==> src/rtl/position_to_pan_tilt_bytes_unit_assert.svh <==
// assertion macros shared by the pan/tilt aiming block
// expects clk and arst_n to be visible where a macro is used
`ifndef POSITION_TO_PAN_TILT_BYTES_UNIT_ASSERT_SVH
`define POSITION_TO_PAN_TILT_BYTES_UNIT_ASSERT_SVH

// antecedent holds in this cycle, consequent holds in the same cycle
`define PTTB_ASSERT_IMPL(name, ante, cons) \
	name: assert property (@(posedge clk) disable iff (!arst_n) (ante) |-> (cons)) \
		else $error("pttb assertion failed");

// antecedent holds in this cycle, consequent holds in the next cycle
`define PTTB_ASSERT_NEXT(name, ante, cons) \
	name: assert property (@(posedge clk) disable iff (!arst_n) (ante) |=> (cons)) \
		else $error("pttb assertion failed");

`endif

==> src/rtl/pttb_pkg.sv <==
// shared constants, types and the arctangent table of the pan/tilt aiming block
// no dependencies
package pttb_pkg;

	localparam int COORD_WIDTH_DEF   = 24;
	localparam int CORDIC_STAGES_DEF = 16;
	localparam int ROOT_STEPS        = 32;
	localparam int ROOT_W            = 64;
	localparam int DP_W              = 60;
	localparam int ANG_W             = 34;
	localparam int PRE_SHIFT         = 24;

	localparam logic [31:0] LIGHT_HEIGHT_RST = 32'd158971;
	localparam logic signed [ANG_W-1:0] QUARTER_TURN = 34'sh0_4000_0000;

	typedef logic signed [DP_W-1:0]  dp_t;
	typedef logic signed [ANG_W-1:0] ang_t;

	typedef struct packed {
		dp_t  x;
		dp_t  y;
		ang_t ang;
	} vec_t;

	// atan(2^-i) in 2^-32 turn
	function automatic logic [31:0] atan_turn(input int idx);
		logic [31:0] v;
		case (idx)
			0:  v = 32'd536870912;
			1:  v = 32'd316933406;
			2:  v = 32'd167458907;
			3:  v = 32'd85004756;
			4:  v = 32'd42667331;
			5:  v = 32'd21354465;
			6:  v = 32'd10679838;
			7:  v = 32'd5340245;
			8:  v = 32'd2670163;
			9:  v = 32'd1335087;
			10: v = 32'd667544;
			11: v = 32'd333772;
			12: v = 32'd166886;
			13: v = 32'd83443;
			14: v = 32'd41722;
			15: v = 32'd20861;
			16: v = 32'd10430;
			17: v = 32'd5215;
			18: v = 32'd2608;
			19: v = 32'd1304;
			20: v = 32'd652;
			21: v = 32'd326;
			22: v = 32'd163;
			23: v = 32'd81;
			24: v = 32'd41;
			25: v = 32'd20;
			26: v = 32'd10;
			27: v = 32'd5;
			28: v = 32'd3;
			29: v = 32'd1;
			30: v = 32'd1;
			default: v = 32'd0;
		endcase
		return v;
	endfunction

	// quarter-turn pre-rotation for vectors in the left half plane
	function automatic vec_t prerot(input dp_t a, input dp_t b);
		vec_t v;
		if (a < 0) begin
			if (b >= 0) begin
				v.x = b;
				v.y = -a;
				v.ang = QUARTER_TURN;
			end else begin
				v.x = -b;
				v.y = a;
				v.ang = -QUARTER_TURN;
			end
		end else begin
			v.x = a;
			v.y = b;
			v.ang = '0;
		end
		return v;
	endfunction

endpackage

==> src/rtl/pttb_sqrt_cell.sv <==
// one digit step of the pipelined restoring square root
// depends on pttb_pkg
module pttb_sqrt_cell #(
	parameter int STEP   = 0,
	parameter int SIDE_W = 1
) (
	input  logic                       clk,
	input  logic                       arst_n,
	input  logic                       vld_i,
	input  logic [pttb_pkg::ROOT_W-1:0] rem_i,
	input  logic [pttb_pkg::ROOT_W-1:0] root_i,
	input  logic [SIDE_W-1:0]          side_i,
	output logic                       vld_o,
	output logic [pttb_pkg::ROOT_W-1:0] rem_o,
	output logic [pttb_pkg::ROOT_W-1:0] root_o,
	output logic [SIDE_W-1:0]          side_o
);
	import pttb_pkg::*;

	localparam logic [ROOT_W-1:0] BIT = ROOT_W'(1) << (ROOT_W - 2 - 2 * STEP);

	logic [ROOT_W-1:0] trial;
	logic              fits;
	logic [ROOT_W-1:0] rem_n;
	logic [ROOT_W-1:0] root_n;
	logic              vld_q;
	logic [ROOT_W-1:0] rem_q;
	logic [ROOT_W-1:0] root_q;
	logic [SIDE_W-1:0] side_q;

	always_comb begin
		trial  = root_i + BIT;
		fits   = (rem_i >= trial);
		rem_n  = fits ? (rem_i - trial) : rem_i;
		root_n = fits ? ((root_i >> 1) + BIT) : (root_i >> 1);
	end

	always_ff @(posedge clk or negedge arst_n) begin
		if (!arst_n) begin
			vld_q <= 1'b0;
		end else begin
			vld_q <= vld_i;
		end
	end

	always_ff @(posedge clk) begin
		rem_q  <= rem_n;
		root_q <= root_n;
		side_q <= side_i;
	end

	assign vld_o  = vld_q;
	assign rem_o  = rem_q;
	assign root_o = root_q;
	assign side_o = side_q;

endmodule

==> config.mk <==
export PLATFORM = sky130hd
export DESIGN_NAME = pttb_sqrt_cell
export DESIGN_NICKNAME = d
export VERILOG_FILES = /design/src/rtl/position_to_pan_tilt_bytes_unit_assert.svh /design/src/rtl/pttb_pkg.sv /design/src/rtl/pttb_sqrt_cell.sv
export SDC_FILE = /design/constraint.sdc
export NUM_CORES = 1
export LEC_CHECK = 0
export ABC_AREA = 1
export BUFFER_PORTS_ARGS = -buffer_cell sky130_fd_sc_hd__buf_2
export CAP_MARGIN = 40
export CELL_PAD_IN_SITES_DETAIL_PLACEMENT = 1
export CELL_PAD_IN_SITES_GLOBAL_PLACEMENT = 2
export CORE_ASPECT_RATIO = 0.8
export CORE_MARGIN = 8
export CORE_UTILIZATION = 29
export DETAILED_ROUTE_END_ITERATION = 12
export HOLD_SLACK_MARGIN = 0.02
export PLACE_DENSITY = 0.88
export RECOVER_POWER = 25
export SETUP_SLACK_MARGIN = 0.5
export SYNTH_ARGS = -nofsm -noshare
export SYNTH_HDL_FRONTEND = slang
export SYNTH_SLANG_ARGS = --single-unit
==> constraint.sdc <==
create_clock -name clk -period 0.8 [get_ports clk]
set_input_delay 0.04 -clock clk [delete_from_list [all_inputs] [get_ports clk]]
set_output_delay 0.04 -clock clk [all_outputs]
set_load 0.02 [all_outputs]
==> results of run 1 <==
[what timing repair did]
| item | 4_1_cts | 5_1_grt |
|---|---|---|
| endpoints found under the setup margin | 196 | 196 |
| pin swaps | 36 | 47 |
| hold endpoints to repair | 131 | 131 |
| setup buffers | 11 | 5 |
| cloned | 9 | 2 |
| gates resized for setup | 437 | 202 |
[routing by layer]
metal  routed length [um]  share of wire [%]  vias up  global-route usage (%)
li1                     -                  -     6204                       -
met1                24600                 45     6196                    35.9
met2                25200                 46      358                    43.2
met3                 3730                6.8       64                    4.88
met4                 1120                2.0        2                    5.28
met5                   13              0.024        -                       0
[final timing paths]
kind,start,endpoint,slack [ns],depth (start not counted)
worst max-delay path,root_i[56],rem_o[62],-0.86,17
worst min-delay path,side_i,side_o,-0.32,1
max in group asynchronous,arst_n,vld_o,0.81,2
min in group asynchronous,arst_n,vld_o,-0.10,2
[logic make-up (layout without fill, tap and decap cells)]
family | Yosys count | in the layout | share of synthesized area [%]
xor gates and xnor gates | 32 | 32 | 2.88
buffers and inverters | 420 | 1020 | 16.8
and+or+nand+nor | 1015 | 1015 | 42.4
AOI/OAI and AO/OA | 52 | 52 | 2.72
adders and majority gates | 65 | 65 | 8.44
DFF | 130 | 130 | 26.8
[cell usage in the layout (no fill, tap or decap), drive strengths merged]
cell type / count
o21ai: 8
bufinv: 4
clkbuf: 21
inv: 409
xor2: 30
and3: 1
fa: 1
xnor2: 2
nand4: 20
nor3: 10
nand2: 770
and2: 2
dfrtp: 1
nor4: 3
clkinvlp: 3
a21oi: 44
clkinv: 5
ha: 64
buf: 577
nand3: 90
dfxtp: 129
nor2: 119
dlygate4sd3: 1
[flip-flops by register name, summed over array words and instances (netlist names)]
name,flops
rem_o,64
side_o,1
vld_o,1
root_o,64
[metrics by stage]
| stage | util [%] | std cells | worst slack [ns] | hold slack (ns) |
|---|---|---|---|---|
| 2_1_floorplan | - | 1714 | -0.941 | -0.256 |
| 3_3_place_gp | 42.8 | 2688 | -1.61 | -0.186 |
| 3_5_place_dp | 42.8 | 2688 | -1.61 | -0.184 |
| 4_1_cts | 50.3 | 2741 | -0.826 | -0.330 |
| 5_1_grt | 53.3 | 2748 | -0.918 | -0.332 |
| 6_report | 53.3 | 2748 | -0.863 | -0.316 |
[report_power, final]
part	leakage (nW)	internal, mW	total [mW]	switching [mW]
Clock	0.292	5.20	8.55	3.35
Sequential	1.15	7.57	8.07	0.501
Combinational	8.53	6.44	14.4	7.96
[worst max-delay path, stage by stage]
cell,delay (ns)
buf_2,0.09
inv_1,0.03
ha_1,0.30
nand2_1,0.07
inv_1,0.10
nand2_1,0.10
nor3_2,0.11
buf_4,0.18
nand2_2,0.11
nor2_1,0.13
nor2_1,0.05
buf_4,0.14
nand2_8,0.10
buf_12,0.18
buf_16,0.16
nand3_2,0.06
nand2_1,0.08
[layout make-up]
type | count | area share [%]
well taps | 434 | 3.06
multi-input cells | 1164 | 39.8
inverters | 407 | 8.71
clock inverters | 14 | 1.05
flip-flops and latches | 130 | 17.4
repair buffers | 581 | 27.6
clock buffers | 18 | 2.42
==> flow_metrics.tcl, run 1 <==
set metrics [dict create \
    critPathRequiredTime_ns 1.19 \
    routed_wl_mm 54.6 \
    worst_slew_pin_slew_ns 0.385 \
    cts_made_buffers 17 \
    syn_area_um2 9720 \
    cts.htree.levels 4 \
    yosys.cell_types.count 30 \
    clkTransAtPathRegs_ns 0.06 \
    synth-seq-cells 130 \
    synth-main-ff-cell "dfxtp_1" \
    fin_ws_ns -0.863 \
    async_reset_ff_share_pct 0.769 \
    antenna_cells 0 \
    critical_path_class "primary input to register" \
    synth_edf_count 0 \
    max_freq_ghz 0.601 \
    die_w_um 221 \
    grt_usage_pct 26.4 \
    drtIter0Drc 663 \
    slew_viol_final 0 \
    synth_area_leader_cell "nand2_1" \
    gp_congestion 0.939 \
    numPortBuffers 261 \
    drive_gt1_share_pct 45.7 \
    start_util_pct 29.2 \
    synth.yosys.seq_area_share_pct 26.8 \
    critPathLaunchType "primary input" \
    root_buffer "clkbuf_16" \
    cts_tree "done" \
    synth_nets 1911 \
    post-route-min-period_ns 1.66 \
    tns_ns -74.14 \
    worstSetupEndpointType "register" \
    violations "hold timing, setup timing" \
    grt_max_degree 22 \
    vias_per_cell 4.67 \
    rsz0062_at_grt "true" \
    min_path_type "primary input to register" \
    status "complete, but fails checks" \
    multi_input_area_um2 7070 \
    placementRows 60 \
    route.vias.total 12800 \
    grt_pass1_vias 13800 \
    synth.most_common_cell "nand2_1" \
    hold_viol 130 \
    synth_top_area_share_pct 29.4 \
    dpl_cell_area_um2 14200 \
    ant_nets 0 \
    num_io_pins 262 \
    p_leak_nw 9.97 \
    grt_pass1_wl_mm 79.5 \
    fin_area_um2 17800 \
    chipHeight_um 180 \
    hold_buffers 1 \
    maxCapViolations 0 \
    cts.path.max_buffers 2 \
    hpwl_mm 41.2 \
    syn2layout_area_growth_pct 82.7 \
    antenna_found_initial 1 \
    coreArea_um2 33300 \
    whs_ns -0.316 \
    grt_overflow 0 \
    fillers 4270 \
    path_max_fanout 7 \
    die-area_um2 39700 \
    wl_per_cell_um 19.9 \
    totalPowerFinal_mw 31.0 \
    synth_cells 1714 \
    finalNetCount 2498 \
    synthTopCellsByArea "nand2_1 (29%), dfxtp_1 (27%), inv_1 (15%)" \
    p_per_area_nw_per_um2 1750 \
    clkSinkCount 130 \
    final-seq-area_um2 3090 \
    drc 0 \
    arrival_ns 2.05 \
    period_share_pct 208 \
    ir_drop_mv 1.50 \
    dr.pass1.iters 5 \
    avgSynthCellArea_um2 5.67 \
    setup_viol 196 \
    synth_common_cells "nand2_1 (762), inv_1 (401), dfxtp_1 (129), nor2_1 (112), nand3_1 (79)" \
    ys_warn_count 0 \
    slew_headroom_pct 74.0 \
]
No activity file was read; power rests on OpenSTA's default activity.
==> run 2: changes to the inputs <==
BUFFER_PORTS_ARGS = not set   (was -buffer_cell sky130_fd_sc_hd__buf_2)
CORE_UTILIZATION = 35   (was 29)
DONT_BUFFER_PORTS = 1   (was not set)
PLACE_DENSITY = 0.87   (was 0.88)
SETUP_SLACK_MARGIN = 0.02   (was 0.5)
SLEW_MARGIN = 20   (was not set)
==> flow_metrics.tcl, run 2 (same netlist as run 1, synthesis figures left out) <==
set metrics [dict create \
    drtIter0Drc 890 \
    hpwl_mm 38.5 \
    worstSetupEndpointType "register" \
    cts_made_buffers 17 \
    critPathLaunchType "primary input" \
    switching_power_mw 11.8 \
    vias_per_cell 5.20 \
    pre_cts_ws_ns -1.38 \
    clkPwrFrac_pct 27.8 \
    fin_util_pct 58.9 \
    placementRows 54 \
    period_share_pct 221 \
    grt_usage_pct 30.9 \
    ant_nets 0 \
    hold_path_end "rem_o[42]" \
    finalNetCount 2336 \
    maxCapViolations 0 \
    cts_tree "done" \
    coreArea_um2 27300 \
    routed_wl_mm 62.9 \
    setup_viol 196 \
    status "complete, but fails checks" \
    rsz0062_at_grt "true" \
    die_w_um 202 \
    seq_power_share_pct 32.5 \
    final_common_cell "nand2_1" \
    critPathRequiredTime_ns 1.11 \
    drive_gt1_share_pct 33.2 \
    post-route-min-period_ns 1.77 \
    num_io_pins 262 \
    start_util_pct 35.6 \
    dr.pass1.iters 5 \
    syn2layout_area_growth_pct 65.2 \
    p_per_area_nw_per_um2 1770 \
    worstHoldStart "rem_i[42]" \
    whs_ns -0.289 \
    path_max_fanout 7 \
    wl_per_cell_um 25.0 \
    fin_ws_ns -0.969 \
    arrival_ns 2.08 \
    dp_cells 2325 \
    violations "hold timing, setup timing" \
    max_freq_ghz 0.565 \
    gp_congestion 0.915 \
    slew_viol_final 0 \
    critical_path_class "primary input to register" \
    p_comb_share_pct 39.7 \
    switching_share_pct 41.4 \
    cts.htree.levels 4 \
    worst_slew_pin_slew_ns 0.391 \
    layout.cells.non_filler 2517 \
    grt_max_degree 41 \
    clkSinkCount 130 \
    die-area_um2 33400 \
    drc 0 \
    min_path_type "primary input to register" \
    grt_overflow 0 \
    hold_viol 12 \
    slew_headroom_pct 73.7 \
    antenna_found_initial 2 \
    grt_pass1_vias 13000 \
    route.vias.total 13100 \
    clkTransAtPathRegs_ns 0.07 \
    hold_depth 2 \
    chipHeight_um 165 \
    totalPowerFinal_mw 28.5 \
    ir_drop_mv 1.85 \
    root_buffer "clkbuf_16" \
    cts.path.max_buffers 2 \
    cellInternalPower_mw 16.7 \
    numPortBuffers 0 \
    fillers 3531 \
    layout_common_cells "nand2_1 (661), inv_1 (391), buf_4 (275)" \
    p_leak_nw 8.83 \
    grt_pass1_wl_mm 78.9 \
]
==> run 2: worst max-delay path, stage by stage <==
cell and delay (ns):
inv_1 0.03, ha_1 0.32, a21oi_1 0.28, o21ai_1 0.21
a21oi_2 0.24, nand2_1 0.12, nor2_4 0.15, nand2_8 0.14
buf_12 0.16, clkbuf_16 0.16, nand2_1 0.09, nand2_1 0.12
==> run 2: power by group through the flow <==
stage | logic, mW | clock network (mW) | registers, mW
global route | 11.9 | 8.11 | 9.35
CTS | 8.83 | 7.69 | 9.10
global placement | 7.56 | 0 | 9.11
finish | 11.3 | 7.92 | 9.26
detailed placement | 7.78 | 0 | 9.11
floorplan | 4.30 | 0 | 8.86
==> run 2: final cells by class <==
type                    count  area (um2)  share of cell area [%]
clock inverters            10        87.6                   0.545
inverters                 407        1560                    9.69
flip-flops and latches    130        3070                    19.1
diodes                      2        5.00                  0.0312
repair buffers            419        3750                    23.3
multi-input cells        1164        6690                    41.6
well taps                 364         455                    2.84
clock buffers              21         450                    2.80
==> run 2: how the worst max path moves through the flow <==
stage                     startpoint   endpoint  slack, ns  cells after the start
after detailed placement   root_i[2]  rem_o[63]      -1.38                     17
after global routing      root_i[59]  rem_o[40]      -0.97                     14
after CTS                   rem_i[0]  rem_o[53]      -0.73                     17
after global placement    root_i[34]  rem_o[63]      -1.33                     16
final                     root_i[59]   rem_o[2]      -0.97                     12
after floorplan             rem_i[0]  rem_o[44]      -0.94                     18
==> run 2: per-stage QoR <==
stage	area (um2)	TNS, ns
after floorplan	9790	-59.93
after global placement	12100	-78.48
after detailed placement	12100	-80.40
after CTS	14500	-59.38
after global routing	16100	-68.81
final	16100	-63.94
==> run 2: repair_timing <==
action	CTS	global route
cloned	1	10
gates resized for setup	157	372
endpoints found under the setup margin	196	196
pin swaps	4	30
setup buffers	6	20
hold buffers	116	6
endpoints found under the hold margin	131	19
==> run 2: per-layer routing <==
| metal | part of all wire (%) | up-vias | wire [um] | global-route usage (%) |
|---|---|---|---|---|
| met2 | 46 | 655 | 28900 | 50.7 |
| met5 | 0 | - | 0 | 0 |
| met1 | 43 | 6427 | 26800 | 40.7 |
| met4 | 3.1 | 0 | 1970 | 6.38 |
| li1 | - | 5889 | - | - |
| met3 | 8.3 | 124 | 5240 | 8.07 |
==> run 3: changes to the inputs <==
BUFFER_PORTS_ARGS = -buffer_cell sky130_fd_sc_hd__buf_2   (was not set)
CORE_MARGIN = 4   (was 8)
CORE_UTILIZATION = 29   (was 35)
DONT_BUFFER_PORTS = not set   (was 1)
PLACE_DENSITY = 0.88   (was 0.87)
==> flow_metrics.tcl, run 3 (same netlist as run 1, synthesis figures left out) <==
set metrics [dict create \
    layout.cells.non_filler 2879 \
    pre_cts_ws_ns -1.62 \
    vias_per_cell 4.74 \
    syn2layout_area_growth_pct 88.0 \
    wl_per_cell_um 20.4 \
    root_buffer "clkbuf_16" \
    placementRows 59 \
    clkSinkCount 130 \
    die-area_um2 36500 \
    cts.path.max_buffers 2 \
    coreArea_um2 32800 \
    drtIter0Drc 692 \
    cpMostUsedCell "nand2_2" \
    hold_depth 5 \
    cts.htree.levels 4 \
    p_per_area_nw_per_um2 1700 \
    grt_pass1_vias 13900 \
    grt_overflow 0 \
    num_io_pins 262 \
    route.vias.total 13600 \
    period_share_pct 213 \
    maxCapViolations 0 \
    grt_usage_pct 28.1 \
    crit_path_top_delay_cell "fa_2" \
    drc 0 \
    cts_tree "done" \
    status "complete, but fails checks" \
    min_path_type "primary input to register" \
    start_util_pct 29.7 \
    worst_slew_pin_slew_ns 0.409 \
    gp_congestion 0.977 \
    violations "setup timing" \
    ant_nets 0 \
    slew_viol_final 0 \
    p_leak_nw 10.3 \
    dp_cells 2691 \
    slew_headroom_pct 72.5 \
    dpl_cell_area_um2 13800 \
    crit_chain "buf_2, ha_4, fa_2, inv_2, nand3_2, nand2_4, nand2_2, nand2_2, nand2_2, nand2_2, nand2_2, nand3_2, nand2_4, nand2_8, buf_8, buf_12, nand3_2, nand2_1" \
    critical_path_class "primary input to register" \
    post-route-min-period_ns 1.70 \
    setup_viol 196 \
    routed_wl_mm 58.8 \
    critPathRequiredTime_ns 1.19 \
    totalPowerFinal_mw 31.2 \
    fillers 4265 \
    path_max_fanout 7 \
    max_freq_ghz 0.587 \
    fin_ws_ns -0.905 \
    finalNetCount 2634 \
    max_stage_delay_ns 0.38 \
    layout_common_cells "nand2_1 (688), inv_1 (393), buf_4 (308)" \
    grt_max_degree 27 \
    worstSetupEndpointType "register" \
    grt_pass1_wl_mm 78.2 \
    antenna_found_initial 1 \
    numPortBuffers 261 \
    dr.pass1.iters 5 \
    ir_drop_mv 1.43 \
    rsz0062_at_grt "true" \
    arrival_ns 2.10 \
    hold_viol 0 \
    die_w_um 213 \
    fin_area_um2 18300 \
    clkTransAtPathRegs_ns 0.07 \
    final_common_cell "nand2_1" \
    critPathLaunchType "primary input" \
    cts_made_buffers 17 \
    chipHeight_um 172 \
    drive_gt1_share_pct 40.3 \
    hpwl_mm 39.6 \
]
run 3: cell count changes in the layout (fill, tap and decap cells not counted), sizes merged:
cell,previous run,this run
buf,289,580
dlygate4sd3,122,131
clkbuf,29,26
bufinv,1,3
clkinvlp,3,1
inv,406,408
run 3: per-stage QoR:
stage,hold WS [ns],TNS [ns],utilization [%]
3_3_place_gp,-0.185,-92.10,42.2
3_5_place_dp,-0.183,-97.34,42.2
4_1_cts,0.00435,-76.51,50.1
5_1_grt,0.0747,-84.88,55.7
6_report,0.0632,-74.62,55.8
2_1_floorplan,-0.256,-59.93,-
run 3: final timing paths:
kind                            from        end  slack [ns]
max in group asynchronous     arst_n      vld_o        0.25
min in group asynchronous     arst_n      vld_o        0.45
setup / recovery           root_i[0]  rem_o[50]       -0.90
hold / removal             rem_i[10]  rem_o[10]        0.06
run 3: timing repair:
| action | CTS | global route |
|---|---|---|
| setup buffers | 7 | 10 |
| setup endpoints to repair | 196 | 196 |
| pin swaps | 12 | 38 |
| hold buffers | 131 | 0 |
| endpoints found under the hold margin | 131 | 0 |
| gates cloned | 3 | 4 |
| resized for setup | 169 | 487 |
run 3: area by class of cell:
type	instances	area (um2)	share of cell area [%]
antenna	2	5.00	0.0274
tap	427	534	2.92
clock buffer	20	457	2.50
multi-input combinational	1164	6670	36.5
inverter	407	1560	8.52
sequential	130	2770	15.1
clock inverter	12	156	0.856
timing repair buffer	717	6130	33.6
run 3: where the power goes:
part           internal (mW)  switching, mW  total (mW)
Sequential              7.55          0.539        8.09
Combinational           6.53           7.94        14.5
Clock                   5.08           3.52        8.60
run 3: critical path: cells and delay by family:
kind	cells	cell delay, ns
buffers and inverters	4	0.50
adder cells (fa/ha/maj)	2	0.54
AND/OR/NAND/NOR	12	1.00
run 3: layer usage:
layer | up-vias | GRT usage (%) | share of wire, %
li1 | 6496 | - | -
met1 | 6629 | 39.3 | 45
met2 | 417 | 46.5 | 47
met3 | 92 | 4.05 | 5.3
met4 | 0 | 5.88 | 2.2
met5 | - | 0 | 0
